File: config.mk
export PLATFORM = sky130hd
export DESIGN_NAME = range_random_generator
export DESIGN_NICKNAME = d
export VERILOG_FILES = /design/src/hdl/rrg_pkg.sv /design/src/hdl/range_random_generator.sv
export SDC_FILE = /design/constraint.sdc
export NUM_CORES = 1
export LEC_CHECK = 0
export BUFFER_PORTS_ARGS = -buffer_cell sky130_fd_sc_hd__buf_4
export CAP_MARGIN = 20
export CORE_MARGIN = 5
export CORE_UTILIZATION = 49
export DETAILED_ROUTE_END_ITERATION = 8
export PLACE_DENSITY = 0.69
export SETUP_SLACK_MARGIN = 0.15
export SLEW_MARGIN = 10
export SYNTH_ARGS = -nofsm -noshare
export SYNTH_HDL_FRONTEND = slang
export SYNTH_SLANG_ARGS = --single-unit
File: constraint.sdc
create_clock -name clk -period 7.3 [get_ports clk]
set_clock_uncertainty 0.15 [all_clocks]
set_input_delay 1.46 -clock clk [delete_from_list [all_inputs] [get_ports clk]]
set_output_delay 1.46 -clock clk [all_outputs]
set_load 0.005 [all_outputs]
File: src/hdl/rrg_pkg.sv
`timescale 1ns / 1ps
// ----------------------------------------------------------------------------
// rrg_pkg: constants for the range random generator
// Minimal-standard generator constants and the datapath widths they set.
// ----------------------------------------------------------------------------
package rrg_pkg;

    localparam int STATE_W  = 31;                 // generator state width
    localparam int MULT_W   = 15;                 // multiplier constant width
    localparam int PROD_W   = STATE_W + MULT_W;   // full product width
    localparam int WORD_W   = 32;                 // range bound / result width

    typedef logic [STATE_W-1:0] gen_state_t;
    typedef logic [WORD_W-1:0]  word_t;

    localparam logic [MULT_W-1:0]  MULTIPLIER = 15'd16807;
    localparam logic [STATE_W-1:0] MODULUS    = 31'h7FFF_FFFF;
    localparam logic [STATE_W-1:0] ZERO_SUBST = 31'd123459876;
    localparam logic [STATE_W-1:0] RESET_SEED = 31'd1;

endpackage

File: src/hdl/range_random_generator.sv
`timescale 1ns / 1ps
// ----------------------------------------------------------------------------
// range_random_generator: minimal-standard random number in a signed range
// Advances 16807*x mod (2^31-1) and reduces the new state modulo the span.
// ----------------------------------------------------------------------------
// A non-empty range runs multiply, fold, reduce, 31 restoring division
// steps and the output load; an empty range goes straight to the output
// load. One word is in flight at a time: a new word is accepted only once
// the last result is loaded, which a result stall can hold off. The
// one-bit-per-cycle remainder loop on the shared subtractor sets the pace.
// Reset: rst_n async active low; generator state returns to 1, output empty.
module range_random_generator
(
    input  logic        clk,
    input  logic        rst_n,
    // configuration: seed write
    input  logic        seed_we,
    input  logic [30:0] seed_data,
    // request stream
    input  logic        s_tvalid,
    output logic        s_tready,
    input  logic [63:0] s_tdata,   // [31:0] range_low, [63:32] range_high
    // result stream
    output logic        m_tvalid,
    input  logic        m_tready,
    output logic [31:0] m_tdata    // [31:0] random_value
);

    localparam logic [2:0] ST_IDLE   = 3'd0;
    localparam logic [2:0] ST_MUL    = 3'd1;
    localparam logic [2:0] ST_FOLD   = 3'd2;
    localparam logic [2:0] ST_REDUCE = 3'd3;
    localparam logic [2:0] ST_DIV    = 3'd4;
    localparam logic [2:0] ST_FIN    = 3'd5;

    localparam int W     = rrg_pkg::WORD_W;
    localparam int SW    = rrg_pkg::STATE_W;
    localparam int PW    = rrg_pkg::PROD_W;
    localparam int CNT_W = $clog2(SW);

    logic [2:0]              state_reg, state_next;
    rrg_pkg::gen_state_t     gen_reg, gen_next;
    logic                    m_valid_reg, m_valid_next;
    rrg_pkg::word_t          m_data_reg, m_data_next;
    rrg_pkg::word_t          lo_reg, lo_next;
    rrg_pkg::word_t          span_reg, span_next;
    rrg_pkg::word_t          rem_reg, rem_next;
    rrg_pkg::gen_state_t     quo_reg, quo_next;
    logic [PW-1:0]           prod_reg, prod_next;
    logic [W-1:0]            acc_reg, acc_next;
    logic [CNT_W-1:0]        cnt_reg, cnt_next;

    // shared subtractor
    logic [W:0]              sub_a, sub_b, sub_diff;
    logic                    sub_borrow;

    rrg_pkg::word_t          in_lo, in_hi;
    rrg_pkg::gen_state_t     gen_eff;
    logic [W:0]              partial;

    assign in_lo = s_tdata[W-1:0];
    assign in_hi = s_tdata[2*W-1:W];

    // zero state is replaced before advancing
    assign gen_eff = (gen_reg == '0) ? rrg_pkg::ZERO_SUBST : gen_reg;

    // next partial remainder: shift in one dividend bit
    assign partial = {rem_reg, quo_reg[SW-1]};

    // operand select for the one subtractor
    always_comb
    begin
        if (state_reg == ST_REDUCE)
        begin
            sub_a = {1'b0, acc_reg};
            sub_b = {2'b00, rrg_pkg::MODULUS};
        end
        else
        begin
            sub_a = partial;
            sub_b = {1'b0, span_reg};
        end
    end

    assign sub_diff   = sub_a - sub_b;
    assign sub_borrow = sub_diff[W];

    // sequencer and datapath
    always_comb
    begin
        state_next   = state_reg;
        gen_next     = gen_reg;
        m_valid_next = m_valid_reg;
        m_data_next  = m_data_reg;
        lo_next      = lo_reg;
        span_next    = span_reg;
        rem_next     = rem_reg;
        quo_next     = quo_reg;
        prod_next    = prod_reg;
        acc_next     = acc_reg;
        cnt_next     = cnt_reg;

        if (m_valid_reg && m_tready)
        begin
            m_valid_next = 1'b0;
        end

        case (state_reg)
            ST_IDLE:
            begin
                if (s_tvalid)
                begin
                    lo_next   = in_lo;
                    span_next = in_hi - in_lo;
                    rem_next  = '0;
                    // empty range: return low, state untouched
                    if ($signed(in_lo) >= $signed(in_hi))
                    begin
                        state_next = ST_FIN;
                    end
                    else
                    begin
                        state_next = ST_MUL;
                    end
                end
            end
            ST_MUL:
            begin
                prod_next  = gen_eff * rrg_pkg::MULTIPLIER;
                state_next = ST_FOLD;
            end
            ST_FOLD:
            begin
                // 2^31 == 1 mod M: add high part onto low part
                acc_next   = W'(prod_reg[PW-1:SW]) + W'(prod_reg[SW-1:0]);
                state_next = ST_REDUCE;
            end
            ST_REDUCE:
            begin
                // one conditional subtract of M finishes the reduction
                if (sub_borrow)
                begin
                    gen_next = acc_reg[SW-1:0];
                end
                else
                begin
                    gen_next = sub_diff[SW-1:0];
                end
                quo_next   = gen_next;
                rem_next   = '0;
                cnt_next   = CNT_W'(SW - 1);
                state_next = ST_DIV;
            end
            ST_DIV:
            begin
                // restoring division step, remainder only
                if (sub_borrow)
                begin
                    rem_next = partial[W-1:0];
                end
                else
                begin
                    rem_next = sub_diff[W-1:0];
                end
                quo_next = {quo_reg[SW-2:0], 1'b0};
                cnt_next = cnt_reg - 1'b1;
                if (cnt_reg == '0)
                begin
                    state_next = ST_FIN;
                end
            end
            ST_FIN:
            begin
                if (!m_valid_reg || m_tready)
                begin
                    m_data_next  = lo_reg + rem_reg;
                    m_valid_next = 1'b1;
                    state_next   = ST_IDLE;
                end
            end
            default:
            begin
                state_next = ST_IDLE;
            end
        endcase

        // nonzero seed reloads the state
        if (seed_we && (seed_data != '0))
        begin
            gen_next = seed_data;
        end
    end

    // control registers
    always_ff @(posedge clk or negedge rst_n)
    begin
        if (!rst_n)
        begin
            state_reg   <= ST_IDLE;
            gen_reg     <= rrg_pkg::RESET_SEED;
            m_valid_reg <= 1'b0;
            cnt_reg     <= '0;
        end
        else
        begin
            state_reg   <= state_next;
            gen_reg     <= gen_next;
            m_valid_reg <= m_valid_next;
            cnt_reg     <= cnt_next;
        end
    end

    // payload registers
    always_ff @(posedge clk)
    begin
        m_data_reg <= m_data_next;
        lo_reg     <= lo_next;
        span_reg   <= span_next;
        rem_reg    <= rem_next;
        quo_reg    <= quo_next;
        prod_reg   <= prod_next;
        acc_reg    <= acc_next;
    end

    assign s_tready = (state_reg == ST_IDLE);
    assign m_tvalid = m_valid_reg;
    assign m_tdata  = m_data_reg;

`ifndef SYNTHESIS
    // remainder is always reduced below the span before it is added
    a_rem_below_span: assert property (@(posedge clk) disable iff (!rst_n)
        (state_reg == ST_FIN) |-> ((rem_reg == '0) || (rem_reg < span_reg)))
        else $error("remainder not below span");

    // reduction leaves the state strictly below the modulus
    a_state_reduced: assert property (@(posedge clk) disable iff (!rst_n)
        ((state_reg == ST_REDUCE) && !(seed_we && (seed_data != '0)))
        |=> (gen_reg < rrg_pkg::MODULUS))
        else $error("generator state not reduced");

    // a new result appears only out of the finish step
    a_result_source: assert property (@(posedge clk) disable iff (!rst_n)
        $rose(m_valid_reg) |-> $past(state_reg == ST_FIN))
        else $error("result loaded outside finish step");
`endif

endmodule
==> flow_metrics.py <==
metrics = {
    "run_status": {
        "status": "finished clean",
    },
    "synth": {
        "synth_ff_type": "edfxtp_1",
        "ys_seq_elements": 277,
        "synth_top_cell_by_area": "edfxtp_1",
        "synthCells": 2620,
        "synth-edff-count": 237,
        "synth_cell_types": 81,
        "synthesis.area_sq_um": 24900,
        "yosys-top-cells-area": "edfxtp_1 (29%), ha_1 (16%), fa_1 (10%)",
        "synth-seq-area-share_pct": 32.6,
        "yosys_warnings": 0,
        "synth_nets": 3172,
        "synth-async-reset-ratio_pct": 14.4,
        "avgSynthCellArea_sq_um": 9.49,
        "yosysTopAreaCellShare_pct": 28.6,
    },
    "worst_setup_path": {
        "cp-end-kind": "register",
        "cp_slowest_cell": "fa_1",
        "critical_path_class": "reg2reg",
        "worst_r2r_path_depth": 27,
        "worst-path-max-fanout": 4,
        "cp_common_cell": "inv_1",
        "slowest_delay_ns": 0.53,
        "arrival_ns": 7.19,
        "cp-start-kind": "register",
        "crit_buf_inv": 6,
        "required_ns": 7.53,
        "worst-path-stages": 27,
        "path_delay_family": "adder cells",
    },
    "sta": {
        "grt_setup_unrepaired": "yes",
        "slew_headroom_pct": 39.6,
        "drv_slew": 0,
        "worst_hold_slack_ns": 0.349,
        "period_share_pct": 95.3,
        "min_period_ns": 6.96,
        "timing.final.setup_violations": 0,
        "final_hold_viol_count": 0,
        "setup_slack_ns": 0.342,
        "fmax_mhz": 144,
        "tightest_slew_ns": 0.903,
    },
    "place": {
        "routabilityCongestion": 0.958,
        "portBuffers": 133,
        "place_ws_ns": -0.0945,
        "dpl.hpwl_microns": 54500,
    },
    "floorplan": {
        "fp.dieW_microns": 235,
        "ios": 134,
        "die_h_microns": 235,
        "rows": 82,
        "dieArea_sq_um": 55400,
        "core_area_sq_um": 50200,
        "initial_core_util_pct": 49.6,
    },
    "global_routing": {
        "grt_max_degree": 82,
        "grt_pass1_wl_microns": 108000,
        "track_usage_pct": 24.1,
        "grt_pass1_vias": 19900,
        "grt_antenna_before_repair": 0,
        "grt_overflow": 0,
    },
    "layout": {
        "nets": 3311,
        "diodes": 0,
        "finalCoreUtilization_pct": 55.8,
        "largest_reg_flops": 46,
        "area_delta_synth_final_pct": 12.5,
        "layout-drive-gt1-share_pct": 11.5,
    },
    "drt": {
        "drtIter0Drc": 1392,
        "num_vias": 19300,
        "viasPerCell": 5.59,
        "wl_microns": 68100,
        "routedWlPerCell_microns": 19.7,
        "ant_nets": 0,
        "drtPass1Iterations": 5,
        "drc": 0,
    },
    "clock_tree": {
        "cts.clk_slew.worst_paths_ns": 0.06,
        "cts_sinks": 277,
        "tritoncts": "yes",
        "cts_buffer_depth": 3,
        "insertion_delay_ns": 0.53,
        "cts.hold.buffers_added": 0,
        "htreeDepth": 2,
        "cts-buffers-inserted": 34,
        "clk_root_buffer_cell": "clkbuf_16",
    },
    "run": {
        "cap_violations": 0,
    },
    "worst_hold_path": {
        "timing.hold.worst.class": "reg2reg",
        "hold-path-cell-count": 1,
    },
}
-- area by class of cell --
cell class | instances | area, sq um
fill | 4406 | 22200
multi-input combinational | 1894 | 15200
sequential | 277 | 8120
timing repair buffer | 196 | 1490
inverter | 356 | 1340
clock buffer | 40 | 905
tap | 672 | 841
clock inverter | 20 | 140
-- worst paths after layout --
kind | startpoint | end | slack [ns]
min in group asynchronous | rst_n | gen_reg[2] | 0.78
max reg2reg | gen_reg[5] | prod_reg[44] | 0.34
max in group asynchronous | rst_n | gen_reg[12] | 5.78
min reg2reg | cnt_reg[4] | cnt_reg[4] | 0.35
min | cnt_reg[4] | cnt_reg[4] | 0.35
max | gen_reg[5] | prod_reg[44] | 0.34
-- through the flow --
step / instance area (sq um) / cells / setup TNS, ns
after floorplan: 24900 / 2620 / 0
after global placement: 26800 / 3390 / 0
after detailed placement: 26800 / 3391 / -0.169
after CTS: 27900 / 3451 / 0
after global routing: 28000 / 3455 / 0
final: 28000 / 3455 / 0
-- cell usage after synthesis, drive strengths merged (53+ instances only) --
cell / n
a21o: 90
a21oi: 190
clkbuf: 80
edfxtp: 237
fa: 130
ha: 322
inv: 355
nand2: 290
nand3: 56
nor2: 168
o21ai: 95
xnor2: 101
xor2: 53
-- repair_timing --
action | 4_1_cts | 5_1_grt
resized for setup | 4 | 27
pin swaps | 0 | 10
buffers inserted | 0 | 4
endpoints found under the setup margin | 11 | 16
-- kinds of logic after synthesis --
| group | synth area share, % |
|---|---|
| and+or+nand+nor | 13.4 |
| AOI/OAI and AO/OA | 14.2 |
| xor gates and xnor gates | 5.42 |
| muxes | 0.790 |
| DFF | 32.6 |
| buffers and inverters | 6.96 |
| adders and majority gates | 26.7 |
-- routing by layer --
layer	up-vias	track usage (%)	wire length (microns)
li1	9297	-	-
met1	9266	31.2	29100
met2	611	41.2	31900
met3	146	3.30	3820
met4	0	9.54	3270
met5	-	0	0
-- layout by cell type (no fill, tap or decap), types with 18 or more instances in the layout --
master     count
xor2_1        53
xnor2_1      101
o21ai_0       80
nand2_1      289
buf_4        193
a31oi_1       18
nor2b_1       22
and3_1        20
nor3_1        30
ha_1         319
edfxtp_1     237
or2_2         29
fa_1         130
nor2_1       163
a21o_1        90
o21a_1        23
a21oi_1      185
inv_1        355
and2_1        19
clkbuf_16     35
nand4_1       22
dfrtp_1       38
nand3_1       56
nand2b_1      20
Power is not shown: default switching activity piles up to over one toggle a cycle in this logic, so the estimate is an artifact.
